==> config.mk <==
export PLATFORM = sky130hd
export DESIGN_NAME = center_of_mass_frame_shift
export DESIGN_NICKNAME = d
export VERILOG_FILES = /design/src/comf_pkg.sv /design/src/comf_div.sv /design/src/center_of_mass_frame_shift.sv
export SDC_FILE = /design/constraint.sdc
export NUM_CORES = 2
export LEC_CHECK = 0
export BUFFER_PORTS_ARGS = -buffer_cell sky130_fd_sc_hd__buf_2
export CORE_ASPECT_RATIO = 0.6
export CORE_MARGIN = 3
export CORE_UTILIZATION = 40
export DETAILED_ROUTE_END_ITERATION = 16
export GPL_TIMING_DRIVEN = 0
export HOLD_SLACK_MARGIN = 0.15
export PLACE_DENSITY_LB_ADDON = 0.3
export SYNTH_ARGS = -nofsm -noshare
export SYNTH_HDL_FRONTEND = slang
export SYNTH_HIERARCHICAL = 1
export SYNTH_SLANG_ARGS = --single-unit
==> constraint.sdc <==
create_clock -name clock -period 13.5 [get_ports clock]
set_clock_uncertainty 0.2 [all_clocks]
set_input_delay 2.7 -clock clock [delete_from_list [all_inputs] [get_ports clock]]
set_output_delay 2.7 -clock clock [all_outputs]
set_load 0.1 [all_outputs]
==> src/comf_pkg.sv <==
`default_nettype none
// ----------------------------------------------------------------------------
// comf_pkg: shared types and constants of the center-of-mass frame shift
// Widths of the particle fields, the running totals and the divider status.
// ----------------------------------------------------------------------------
package comf_pkg;

   localparam int NUM_COMP = 6;                 // three position, three velocity
   localparam int COMP_W   = 32;                // signed Q16.16 component
   localparam int MASS_W   = 16;                // unsigned Q0.16 mass
   localparam int SUM_W    = 64;                // weighted sum, Q32.32
   localparam int TOTAL_W  = 32;                // total mass, Q16.16
   localparam int PROD_W   = 48;                // mass * component fits 48 bits
   localparam int IDX_W    = $clog2(NUM_COMP + 1);
   localparam int STEP_W   = $clog2(SUM_W);     // divider step counter

   localparam logic [COMP_W-1:0] SAT_MAX_C = {1'b0, {(COMP_W-1){1'b1}}};
   localparam logic [COMP_W-1:0] SAT_MIN_C = {1'b1, {(COMP_W-1){1'b0}}};

   typedef logic [IDX_W-1:0] idx_type;

   // status returned by the divider to the sequencer
   typedef struct packed {
      logic              done;
      logic [COMP_W-1:0] quot;
   } div_rsp_type;

endpackage
`default_nettype wire

==> src/comf_div.sv <==
`default_nettype none
// ----------------------------------------------------------------------------
// comf_div: iterative signed divider for the center values
// Restoring division, one quotient bit per cycle, result saturated to 32 bits.
// ----------------------------------------------------------------------------
module comf_div
   import comf_pkg::*;
(
   input  wire logic               clock,
   input  wire logic               reset,
   input  wire logic               start,
   input  wire logic [SUM_W-1:0]   dividend,
   input  wire logic [TOTAL_W-1:0] divisor,
   output div_rsp_type             rsp
);

   logic               busy_ff, busy_in;
   logic               fin_ff, fin_in;
   logic               done_ff, done_in;
   logic               neg_ff, neg_in;
   logic [STEP_W-1:0]  step_ff, step_in;
   logic [SUM_W-1:0]   quo_ff, quo_in;
   logic [TOTAL_W-1:0] rem_ff, rem_in;
   logic [TOTAL_W-1:0] dvs_ff, dvs_in;
   logic [COMP_W-1:0]  res_ff, res_in;

   logic [TOTAL_W:0]   shifted;
   logic [TOTAL_W:0]   trial;
   logic               fits;
   logic               too_big;

   assign shifted = {rem_ff, quo_ff[SUM_W-1]};
   assign trial   = shifted - {1'b0, dvs_ff};
   assign fits    = shifted >= {1'b0, dvs_ff};
   assign too_big = |quo_ff[SUM_W-1:COMP_W-1];

   always_comb begin
      busy_in = busy_ff;
      fin_in  = 1'b0;
      done_in = 1'b0;
      neg_in  = neg_ff;
      step_in = step_ff;
      quo_in  = quo_ff;
      rem_in  = rem_ff;
      dvs_in  = dvs_ff;
      res_in  = res_ff;
      if (start) begin
         // take the magnitude, keep the sign for the end
         neg_in  = dividend[SUM_W-1];
         quo_in  = dividend[SUM_W-1] ? (~dividend + SUM_W'(1)) : dividend;
         rem_in  = '0;
         dvs_in  = divisor;
         step_in = '0;
         busy_in = 1'b1;
      end else if (busy_ff) begin
         quo_in = {quo_ff[SUM_W-2:0], fits};
         rem_in = fits ? trial[TOTAL_W-1:0] : shifted[TOTAL_W-1:0];
         if (step_ff == STEP_W'(SUM_W - 1)) begin
            busy_in = 1'b0;
            fin_in  = 1'b1;
         end else begin
            step_in = step_ff + STEP_W'(1);
         end
      end else if (fin_ff) begin
         // restore the sign and clip to 32 bits
         if (neg_ff) begin
            res_in = too_big ? SAT_MIN_C : (~quo_ff[COMP_W-1:0] + COMP_W'(1));
         end else begin
            res_in = too_big ? SAT_MAX_C : quo_ff[COMP_W-1:0];
         end
         done_in = 1'b1;
      end
   end

   always_ff @(posedge clock) begin
      neg_ff  <= neg_in;
      step_ff <= step_in;
      quo_ff  <= quo_in;
      rem_ff  <= rem_in;
      dvs_ff  <= dvs_in;
      res_ff  <= res_in;
      if (reset) begin
         busy_ff <= 1'b0;
         fin_ff  <= 1'b0;
         done_ff <= 1'b0;
      end else begin
         busy_ff <= busy_in;
         fin_ff  <= fin_in;
         done_ff <= done_in;
      end
   end

   assign rsp.done = done_ff;
   assign rsp.quot = res_ff;

endmodule
`default_nettype wire

==> src/center_of_mass_frame_shift.sv <==
`default_nettype none
// ----------------------------------------------------------------------------
// center_of_mass_frame_shift: move a particle set into its center-of-mass frame
// Two passes: accumulate mass-weighted sums, then subtract center and mean
// velocity from every particle, saturating to signed Q16.16.
// ----------------------------------------------------------------------------
// Usage:
//  - req_* carries one particle per transaction. req_mode 0 accumulates it
//    (no response), req_mode 1 corrects it (one response on rsp_*).
//  - req_stall is high while a transaction is in work; one particle at a time.
//  - Accumulate: one shared 17x32 multiplier and one 64-bit adder walk the six
//    components, multiply and add overlapped.
//  - Correct, center known: one shared 33-bit subtract-and-clip unit walks the
//    six components.
//  - With a nonzero total, the first correct particle of a pass first runs the
//    shared divider six times; each run is start, 64 quotient bits, sign and
//    clip, hand-over.
//  - The response sits in an output register; the next particle is taken
//    while it waits. A finished correction holds while that register is full
//    and rsp_stall is high.
//  - Reset (synchronous) clears the totals, the centers and all valid flags.
//  - An accumulate particle after a correction pass clears the totals first.
// ----------------------------------------------------------------------------
module center_of_mass_frame_shift
   import comf_pkg::*;
(
   input  wire logic                     clock,
   input  wire logic                     reset,
   // particle transactions
   input  wire logic                     req_valid,
   output logic                          req_stall,
   input  wire logic                     req_mode,
   input  wire logic [MASS_W-1:0]        req_mass,
   input  wire logic signed [COMP_W-1:0] req_pos_x,
   input  wire logic signed [COMP_W-1:0] req_pos_y,
   input  wire logic signed [COMP_W-1:0] req_pos_z,
   input  wire logic signed [COMP_W-1:0] req_vel_x,
   input  wire logic signed [COMP_W-1:0] req_vel_y,
   input  wire logic signed [COMP_W-1:0] req_vel_z,
   // corrected particle transactions
   output logic                          rsp_valid,
   input  wire logic                     rsp_stall,
   output logic signed [COMP_W-1:0]      rsp_out_pos_x,
   output logic signed [COMP_W-1:0]      rsp_out_pos_y,
   output logic signed [COMP_W-1:0]      rsp_out_pos_z,
   output logic signed [COMP_W-1:0]      rsp_out_vel_x,
   output logic signed [COMP_W-1:0]      rsp_out_vel_y,
   output logic signed [COMP_W-1:0]      rsp_out_vel_z,
   output logic                          rsp_zero_mass,
   output logic                          rsp_saturated
);

   typedef enum logic [2:0] {
      ST_IDLE,
      ST_ACC,
      ST_DIV,
      ST_SUB,
      ST_DONE
   } state_type;

   state_type state_ff, state_in;

   // pass state
   logic [SUM_W-1:0]   sums_ff   [NUM_COMP];
   logic [SUM_W-1:0]   sums_in   [NUM_COMP];
   logic [COMP_W-1:0]  center_ff [NUM_COMP];
   logic [COMP_W-1:0]  center_in [NUM_COMP];
   logic [TOTAL_W-1:0] total_ff, total_in;
   logic               ready_ff, ready_in;

   // working registers of the current particle
   logic [COMP_W-1:0]  comp_ff   [NUM_COMP];
   logic [COMP_W-1:0]  comp_in   [NUM_COMP];
   logic [COMP_W-1:0]  res_ff    [NUM_COMP];
   logic [COMP_W-1:0]  res_in    [NUM_COMP];
   logic [MASS_W-1:0]  mass_ff, mass_in;
   logic [PROD_W-1:0]  prod_ff, prod_in;
   idx_type            cnt_ff, cnt_in;
   logic               clip_ff, clip_in;
   logic               div_start_ff, div_start_in;

   // response register
   logic               rsp_valid_ff, rsp_valid_in;
   logic [COMP_W-1:0]  rsp_res_ff [NUM_COMP];
   logic [COMP_W-1:0]  rsp_res_in [NUM_COMP];
   logic               rsp_zero_ff, rsp_zero_in;
   logic               rsp_sat_ff, rsp_sat_in;

   // shared datapath
   logic               cnt_valid;
   logic [COMP_W-1:0]  comp_sel;
   logic [COMP_W-1:0]  center_sel;
   logic [SUM_W-1:0]   sum_sel;
   logic signed [MASS_W+COMP_W:0] mult_full;
   logic [COMP_W:0]    diff;
   logic               diff_ovf;
   logic [COMP_W-1:0]  diff_sat;
   idx_type            add_idx;
   div_rsp_type        div_rsp;

   assign cnt_valid  = cnt_ff < IDX_W'(NUM_COMP);
   assign comp_sel   = cnt_valid ? comp_ff[cnt_ff]   : '0;
   assign center_sel = cnt_valid ? center_ff[cnt_ff] : '0;
   assign sum_sel    = cnt_valid ? sums_ff[cnt_ff]   : '0;
   assign add_idx    = cnt_ff - IDX_W'(1);

   // shared multiplier: unsigned mass times signed component
   assign mult_full = $signed({1'b0, mass_ff}) * $signed(comp_sel);

   // shared subtract-and-clip unit
   assign diff     = {comp_sel[COMP_W-1], comp_sel} - {center_sel[COMP_W-1], center_sel};
   assign diff_ovf = diff[COMP_W] != diff[COMP_W-1];
   assign diff_sat = diff_ovf ? (diff[COMP_W] ? SAT_MIN_C : SAT_MAX_C) : diff[COMP_W-1:0];

   comf_div u_div (
      .clock    (clock),
      .reset    (reset),
      .start    (div_start_ff),
      .dividend (sum_sel),
      .divisor  (total_ff),
      .rsp      (div_rsp)
   );

   always_comb begin
      state_in     = state_ff;
      sums_in      = sums_ff;
      center_in    = center_ff;
      total_in     = total_ff;
      ready_in     = ready_ff;
      comp_in      = comp_ff;
      res_in       = res_ff;
      mass_in      = mass_ff;
      prod_in      = prod_ff;
      cnt_in       = cnt_ff;
      clip_in      = clip_ff;
      div_start_in = 1'b0;
      rsp_valid_in = rsp_valid_ff;
      rsp_res_in   = rsp_res_ff;
      rsp_zero_in  = rsp_zero_ff;
      rsp_sat_in   = rsp_sat_ff;

      // drop the response once the receiver takes it
      if (rsp_valid_ff && !rsp_stall) begin
         rsp_valid_in = 1'b0;
      end

      case (state_ff)
         ST_IDLE: begin
            if (req_valid) begin
               comp_in[0] = req_pos_x;
               comp_in[1] = req_pos_y;
               comp_in[2] = req_pos_z;
               comp_in[3] = req_vel_x;
               comp_in[4] = req_vel_y;
               comp_in[5] = req_vel_z;
               mass_in    = req_mass;
               cnt_in     = '0;
               clip_in    = 1'b0;
               if (!req_mode) begin
                  // a new pass starts from clean totals
                  if (ready_ff) begin
                     for (int i = 0; i < NUM_COMP; i++) begin
                        sums_in[i]   = '0;
                        center_in[i] = '0;
                     end
                     ready_in = 1'b0;
                     total_in = TOTAL_W'(req_mass);
                  end else begin
                     total_in = total_ff + TOTAL_W'(req_mass);
                  end
                  state_in = ST_ACC;
               end else if (ready_ff) begin
                  state_in = ST_SUB;
               end else if (total_ff == '0) begin
                  // centers are still zero: pass the values through
                  ready_in = 1'b1;
                  state_in = ST_SUB;
               end else begin
                  div_start_in = 1'b1;
                  state_in     = ST_DIV;
               end
            end
         end
         ST_ACC: begin
            // multiply component cnt while adding product of cnt-1
            if (cnt_valid) begin
               prod_in = mult_full[PROD_W-1:0];
            end
            if (cnt_ff != '0) begin
               sums_in[add_idx] = sums_ff[add_idx]
                  + {{(SUM_W-PROD_W){prod_ff[PROD_W-1]}}, prod_ff};
            end
            if (cnt_valid) begin
               cnt_in = cnt_ff + IDX_W'(1);
            end else begin
               state_in = ST_IDLE;
            end
         end
         ST_DIV: begin
            if (div_rsp.done) begin
               center_in[cnt_ff] = div_rsp.quot;
               if (cnt_ff == IDX_W'(NUM_COMP - 1)) begin
                  ready_in = 1'b1;
                  cnt_in   = '0;
                  state_in = ST_SUB;
               end else begin
                  cnt_in       = cnt_ff + IDX_W'(1);
                  div_start_in = 1'b1;
               end
            end
         end
         ST_SUB: begin
            res_in[cnt_ff] = diff_sat;
            clip_in        = clip_ff | diff_ovf;
            if (cnt_ff == IDX_W'(NUM_COMP - 1)) begin
               state_in = ST_DONE;
            end else begin
               cnt_in = cnt_ff + IDX_W'(1);
            end
         end
         ST_DONE: begin
            // hold until the response register is free
            if (!rsp_valid_ff || !rsp_stall) begin
               rsp_res_in   = res_ff;
               rsp_zero_in  = total_ff == '0;
               rsp_sat_in   = clip_ff;
               rsp_valid_in = 1'b1;
               state_in     = ST_IDLE;
            end
         end
         default: begin
            state_in = ST_IDLE;
         end
      endcase
   end

   always_ff @(posedge clock) begin
      comp_ff    <= comp_in;
      res_ff     <= res_in;
      mass_ff    <= mass_in;
      prod_ff    <= prod_in;
      cnt_ff     <= cnt_in;
      clip_ff    <= clip_in;
      rsp_res_ff <= rsp_res_in;
      rsp_zero_ff <= rsp_zero_in;
      rsp_sat_ff <= rsp_sat_in;
      if (reset) begin
         state_ff     <= ST_IDLE;
         total_ff     <= '0;
         ready_ff     <= 1'b0;
         div_start_ff <= 1'b0;
         rsp_valid_ff <= 1'b0;
         for (int i = 0; i < NUM_COMP; i++) begin
            sums_ff[i]   <= '0;
            center_ff[i] <= '0;
         end
      end else begin
         state_ff     <= state_in;
         total_ff     <= total_in;
         ready_ff     <= ready_in;
         div_start_ff <= div_start_in;
         rsp_valid_ff <= rsp_valid_in;
         sums_ff      <= sums_in;
         center_ff    <= center_in;
      end
   end

   assign req_stall     = state_ff != ST_IDLE;
   assign rsp_valid     = rsp_valid_ff;
   assign rsp_out_pos_x = rsp_res_ff[0];
   assign rsp_out_pos_y = rsp_res_ff[1];
   assign rsp_out_pos_z = rsp_res_ff[2];
   assign rsp_out_vel_x = rsp_res_ff[3];
   assign rsp_out_vel_y = rsp_res_ff[4];
   assign rsp_out_vel_z = rsp_res_ff[5];
   assign rsp_zero_mass = rsp_zero_ff;
   assign rsp_saturated = rsp_sat_ff;

`ifndef ASSERT_OFF
   // the divider only runs on a nonzero total mass
   a_div_nonzero: assert property (@(posedge clock) disable iff (reset)
      div_start_ff |-> total_ff != '0)
      else $error("divider started with zero total mass");

   // centers stay zero until the pass starts computing them
   a_center_clear: assert property (@(posedge clock) disable iff (reset)
      (!ready_ff && state_ff != ST_DIV)
         |-> (center_ff[0] | center_ff[1] | center_ff[2]
              | center_ff[3] | center_ff[4] | center_ff[5]) == '0)
      else $error("center value set without center ready");

   // a response appears only after a finished correction
   a_rsp_source: assert property (@(posedge clock) disable iff (reset)
      $rose(rsp_valid_ff) |-> $past(state_ff == ST_DONE))
      else $error("response raised outside of completion");

   // the divider reports only while the sequencer waits for it
   a_div_done: assert property (@(posedge clock) disable iff (reset)
      div_rsp.done |-> state_ff == ST_DIV)
      else $error("divider result with no division pending");
`endif

endmodule
`default_nettype wire

Word level (Yosys, flattened, before mapping)

Index checks and enable logic that the tools add are counted.

Add/subtract/negate cells: 9
$mul: 1
Order comparisons: 6
Equality and inequality tests: 18
Multiplexer cells: 82
Bitwise gates (word level): 9
Reduce and logical (&&, ||, !) cells: 30

Operators with widths:

| kind                                                            | number |
|---|---|
| 384-bit 2-to-1 mux                                              | 4 |
| 192-bit 2-to-1 mux                                              | 4 |
| 384-bit one-hot mux with 2 select lines                         | 1 |
| 64-bit 2-to-1 mux                                               | 9 |
| 32-bit 2-to-1 mux                                               | 14 |
| 64-bit binary-select mux with 3-bit select                      | 2 |
| 192-bit bitwise mux                                             | 2 |
| 384-bit bitwise mux                                             | 1 |
| 192-bit one-hot mux with 2 select lines                         | 1 |
| 32-bit binary-select mux with 3-bit select                      | 2 |
| 64-bit demux with 3-bit select                                  | 1 |
| 32-bit demux with 3-bit select                                  | 1 |
| 64-bit by 1-bit adder with 64-bit output, second input constant | 1 |
| 64-bit adder                                                    | 1 |
| 64-bit NOT                                                      | 1 |
| 17-bit by 32-bit multiplier with 48-bit output                  | 1 |
| 33-bit by 32-bit >= comparator with 1-bit output                | 1 |
| 3-bit 2-to-1 mux                                                | 11 |
| 33-bit OR reduction                                             | 1 |
| 32-bit by 32-bit subtractor with 33-bit output                  | 1 |
| 32-bit by 1-bit adder with 32-bit output, second input constant | 1 |
| 32-bit by 16-bit adder with 32-bit output                       | 1 |
| 32-bit logical NOT                                              | 1 |
| 32-bit NOT                                                      | 1 |
| 35 further kinds                                                | 91 |

Flip-flop bits (word level): 1430
Bits of input ports: 213
Output and inout port bits: 196
Logic and storage cells: 205

Depth between registers and ports, before layout

Depth after elaboration: 9
Depth in mapped cells: 32
Depth with buffers taken out: 29

Hierarchy

Netlist, hierarchy kept.

Modules (own cells, without submodules):

| module                     | times used | cells an instance | area each (µm²) | seq. area each (µm²) |
|---|---|---|---|---|
| center_of_mass_frame_shift | 1          | 6733              | 70396.3         | 31690.4 |
| comf_div                   | 1          | 1113              | 10465.0         | 4694.5 |

Worst setup path before layout

OpenSTA, ideal clock, no wires.

Kind: input to register
Start point: in rsp_stall
End point: reg rsp_res_ff, in the netlist rsp_out_pos_x[0], enable pin
Library setup time: 0.812 ns
Arrival: 11.800 ns
Data required time: 12.488 ns
Path slack: 0.688 ns
Stages: 1
Path buffers: 0
Cells stage by stage: a21oi_1

Word-level cells in the longest chain between the ends: 3

RTL lines:

| what                                 | RTL line                          | source |
|---|---|---|
| from (decl)                          | center_of_mass_frame_shift.sv:42  | `input wire logic rsp_stall,` |
| 1-bit logical NOT                    | center_of_mass_frame_shift.sv:223 | `if (!rsp_valid_ff \|\| !rsp_stall) begin` |
| 1-bit logical OR                     | center_of_mass_frame_shift.sv:223 |  |
| 2-bit AND reduction (no source line) | -                                 |  |
| to (signal assigned)                 | center_of_mass_frame_shift.sv:244 | `rsp_res_ff <= rsp_res_in;` |
| to (decl)                            | center_of_mass_frame_shift.sv:84  | `logic [COMP_W-1:0] rsp_res_ff [NUM_COMP];` |

Every way passes these cells.
A chain may end at the register's enable or synchronous reset.

Worst setup path after layout

Start point: reg cnt_ff[1]
End point: reg prod_ff[46] (data pin)

Word-level cells in the longest chain between the ends: 6
Elaborated cells between the ends (all ways): 7
Those cells by class: 1 x mul; 1 x order compare; 4 x mux; 1 x bitwise

RTL lines:

| what                                                 | RTL line                          | source |
|---|---|---|
| from (decl)                                          | center_of_mass_frame_shift.sv:78  | `idx_type cnt_ff, cnt_in;` |
| from (signal assigned)                               | center_of_mass_frame_shift.sv:242 | `cnt_ff <= cnt_in;` |
| 3-bit NOT with 4-bit output (implied by the code)    | center_of_mass_frame_shift.sv:102 | `assign comp_sel = cnt_valid ? comp_ff[cnt_ff] : '0;` |
| 32-bit binary-select mux with 3-bit select           | center_of_mass_frame_shift.sv:102 |  |
| 32-bit 2-to-1 mux (implied by the code) (2 in a row) | center_of_mass_frame_shift.sv:102 |  |
| 32-bit 2-to-1 mux *                                  | center_of_mass_frame_shift.sv:102 |  |
| 17-bit by 32-bit multiplier with 48-bit output *     | center_of_mass_frame_shift.sv:108 | `assign mult_full = $signed({1'b0, mass_ff}) * $signed(comp_sel);` |
| net mult_full[46]                                    | center_of_mass_frame_shift.sv:94  | `logic signed [MASS_W+COMP_W:0] mult_full;` |
| to (signal assigned)                                 | center_of_mass_frame_shift.sv:241 | `prod_ff <= prod_in;` |
| to (decl)                                            | center_of_mass_frame_shift.sv:77  | `logic [PROD_W-1:0] prod_ff, prod_in;` |

Mark *: on every way through the listed nets, which the timed path passes. The rest lies on a longest branch. The select of a mux whose other input is x is not followed.

==> flow_summary.yaml <==
outcome:
  status: "complete, but fails checks"
  violations: "capacitance limit, slew limit"
cts:
  clk_pin_slew_worst_paths_ns: 0.08
  cts_num_sinks: 1430
  cts_tree: "yes"
  post_cts_resized: 0
  ctsHoldBuffers: 0
  clk_path_buf_depth: 4
  cts_setup_buffers: 0
  h-tree-depth: 4
  tritoncts.num_buffers: 146
  clk_latency_ns: 0.82
  clock_tree.root_cell: "clkbuf_16"
sta:
  period_needed_ns: 12.79
  setup-violations-final: 0
  slew_viol_final: 101
  rsz0062_at_grt: "no"
  hold_viol: 0
  maxSlewHeadroom_pct: -10.3
  worstMarginPinSlew_ns: 1.65
  finalCritPeriodShare_pct: 94.7
  clock.fmax_ghz: 0.0782
route:
  ant_nets: 0
  drtPass1Iterations: 9
  wl_um: 326000
  routedWlPerCell_um: 29.0
  vias_per_cell: 6.18
  route.detailed.drc: 0
  via_count: 69521
  drt_iter0_markers: 12522
die:
  initial_core_util_pct: 40.4
  die_y_um: 354
  rows: 127
  dieArea_sq_mm: 0.208
  coreArea_sq_mm: 0.200
  io_pins: 409
  fp.dieW_um: 586
layout:
  drive_gt1_share_pct: 8.89
  nets: 9396
  area_growth_pct: 13.1
  final_util_pct: 45.6
  nFillCells: 18797
synthesis:
  ys_seq_area_share_pct: 45.0
  synth-edff-count: 775
  netlist_area_sq_mm: 0.0809
  syn_nets: 8811
  ys.flop_type: "edfxtp_1"
  netlist_instances: 7846
  async_flop_share_pct: 0
  synth_top_cell_by_area: "edfxtp_1"
  ys_ff_latch: 1430
  synth.distinct_cells: 99
  synth_top_area_share_pct: 28.8
  ys_warn_count: 6
  synthTopCellsByArea: "edfxtp_1, dfxtp_1, fa_1"
  syn_avg_cell_area_sq_um: 10.3
placed_design:
  place_congestion: 1.02
  port_buffers: 408
  dp_hpwl_um: 247000
critical_path:
  r2r-start: "cnt_ff[1]"
  start_kind: "register"
  worst_ep_arrival_time_ns: 13.11
  critPathMostFrequentCell: "fa_1"
  worst_path_max_delay_cell: "clkbuf_1"
  worstPathRequired_ns: 13.82
  critPathBufInv: 10
  cp-startpoint: "cnt_ff[1]"
  critPathMaxStageDelay_ns: 1.23
  critPathKind: "reg -> reg"
  endpoint_kind: "register"
  critical_path.top_delay_family: "buffers and inverters"
  cp_max_fo: 10
min_path:
  hold_class: "reg -> reg"
  hold_start: "res_ff[108]"
run:
  cap_violations: 9
global_routing:
  grtUsageTotal_pct: 30.5
  grt_overflow: 0
  grt_max_degree: 141
  grt_pass1_wl_um: 464000
  antenna_found_initial: 24
  first_global_vias: 65484
## flip-flops by register name, indices dropped and copies added, names as in the netlist, 6 cells and up
name and flops:
u_div/quo_ff 64, comp_ff 192, rsp_out_pos_x 32, rsp_out_vel_x 32, u_div/res_ff 32, u_div/dvs_ff 32
rsp_out_vel_z 32, prod_ff 48, u_div/rem_ff 32, res_ff 192, sums_ff 384, rsp_out_pos_y 32
u_div/step_ff 6, rsp_out_pos_z 32, rsp_out_vel_y 32, mass_ff 16, total_ff 32, center_ff 192
## worst paths after layout
| check | endpoint | slack, ns | cells after the start |
|---|---|---|---|
| max | prod_ff[46] | 0.71 | 31 |
| min | rsp_out_pos_z[12] | 0.18 | 0 |
| max reg2reg | prod_ff[46] | 0.71 | 31 |
| min reg2reg | rsp_out_pos_z[12] | 0.18 | 0 |
## cell type report
cell class	instances	area, sq um	share of cell area (%)
inverters	681	2560	2.80
clock buffers	195	4090	4.47
multi-input cells	5231	40100	43.8
plain buffers	504	1950	2.13
repair buffers	437	2520	2.75
well taps	2709	3390	3.71
clock inverters	58	449	0.491
flip-flops and latches	1430	36400	39.8
diodes	13	32.5	0.0356
## cell families after synthesis
family                     count (synthesis)  synth area share (%)
xor gates and xnor gates                 257                  2.78
buffers and inverters                   1185                  5.55
and+or+nand+nor                         2220                  12.6
adders and majority gates                760                  16.3
DFF                                     1430                  45.0
AOI/OAI and AO/OA                       1979                  17.6
muxes                                     15                 0.186
## synthesized netlist by cell type (49+ instances only)
library cell / instances
a22oi_1: 818
edfxtp_1: 775
nor2_1: 747
inv_1: 680
nand2_1: 663
dfxtp_1: 655
fa_1: 488
clkbuf_1: 441
a21oi_1: 299
ha_1: 264
and2_1: 260
nand3_1: 212
o21ai_0: 188
xor2_1: 130
a222oi_1: 128
xnor2_1: 127
a21o_1: 96
nor3_1: 62
a31oi_1: 49
## per-layer routing
metal | up-vias | part of all wire [%] | global-route usage (%)
met1 | 34280 | 42 | 44.7
met2 | 5271 | 38 | 39.2
met4 | 14 | 3.9 | 10.4
met5 | - | 0.13 | 0.556
met3 | 718 | 16 | 13.2
li1 | 29238 | - | -
## cells in the final DEF (no fill, tap or decap), types with 24 or more instances in the layout
master       n
a221oi_1    40
nor3_1      56
dfxtp_1    654
nor2b_1     24
clkbuf_1   456
nand2_1    663
and2_1     259
nor2_1     741
edfxtp_1   775
o311ai_0    24
nand3_1    212
buf_1       46
buf_2      420
o21ai_1     46
o21ai_0    188
xnor2_1    127
clkbuf_16  151
xor2_1     130
a222oi_1   128
o21bai_1    34
or3_1       32
a21oi_1    297
a311oi_1    25
fa_1       488
a22oi_1    818
ha_1       264
o31ai_1     40
a21o_1      96
a31oi_1     49
inv_1      678
and3_1      33
nor4_1      25
nand4_1     47
## per-stage QoR
step / instance area (sq um) / hold slack [ns] / instances / setup WS (ns) / setup TNS [ns]
after floorplan: 80900 / 0.200 / 7846 / 0.688 / 0
after global placement: 86300 / 0.202 / 10963 / -4.15 / -795.45
after detailed placement: 86900 / 0.205 / 10988 / 1.27 / 0
after CTS: 91400 / 0.178 / 11241 / 1.16 / 0
after global routing: 91400 / 0.187 / 11246 / 0.776 / 0
final: 91500 / 0.181 / 11258 / 0.714 / 0
Power is left out: the tool's default activity adds up to more than one toggle a clock period on the data nets, which glitch-free logic cannot reach.
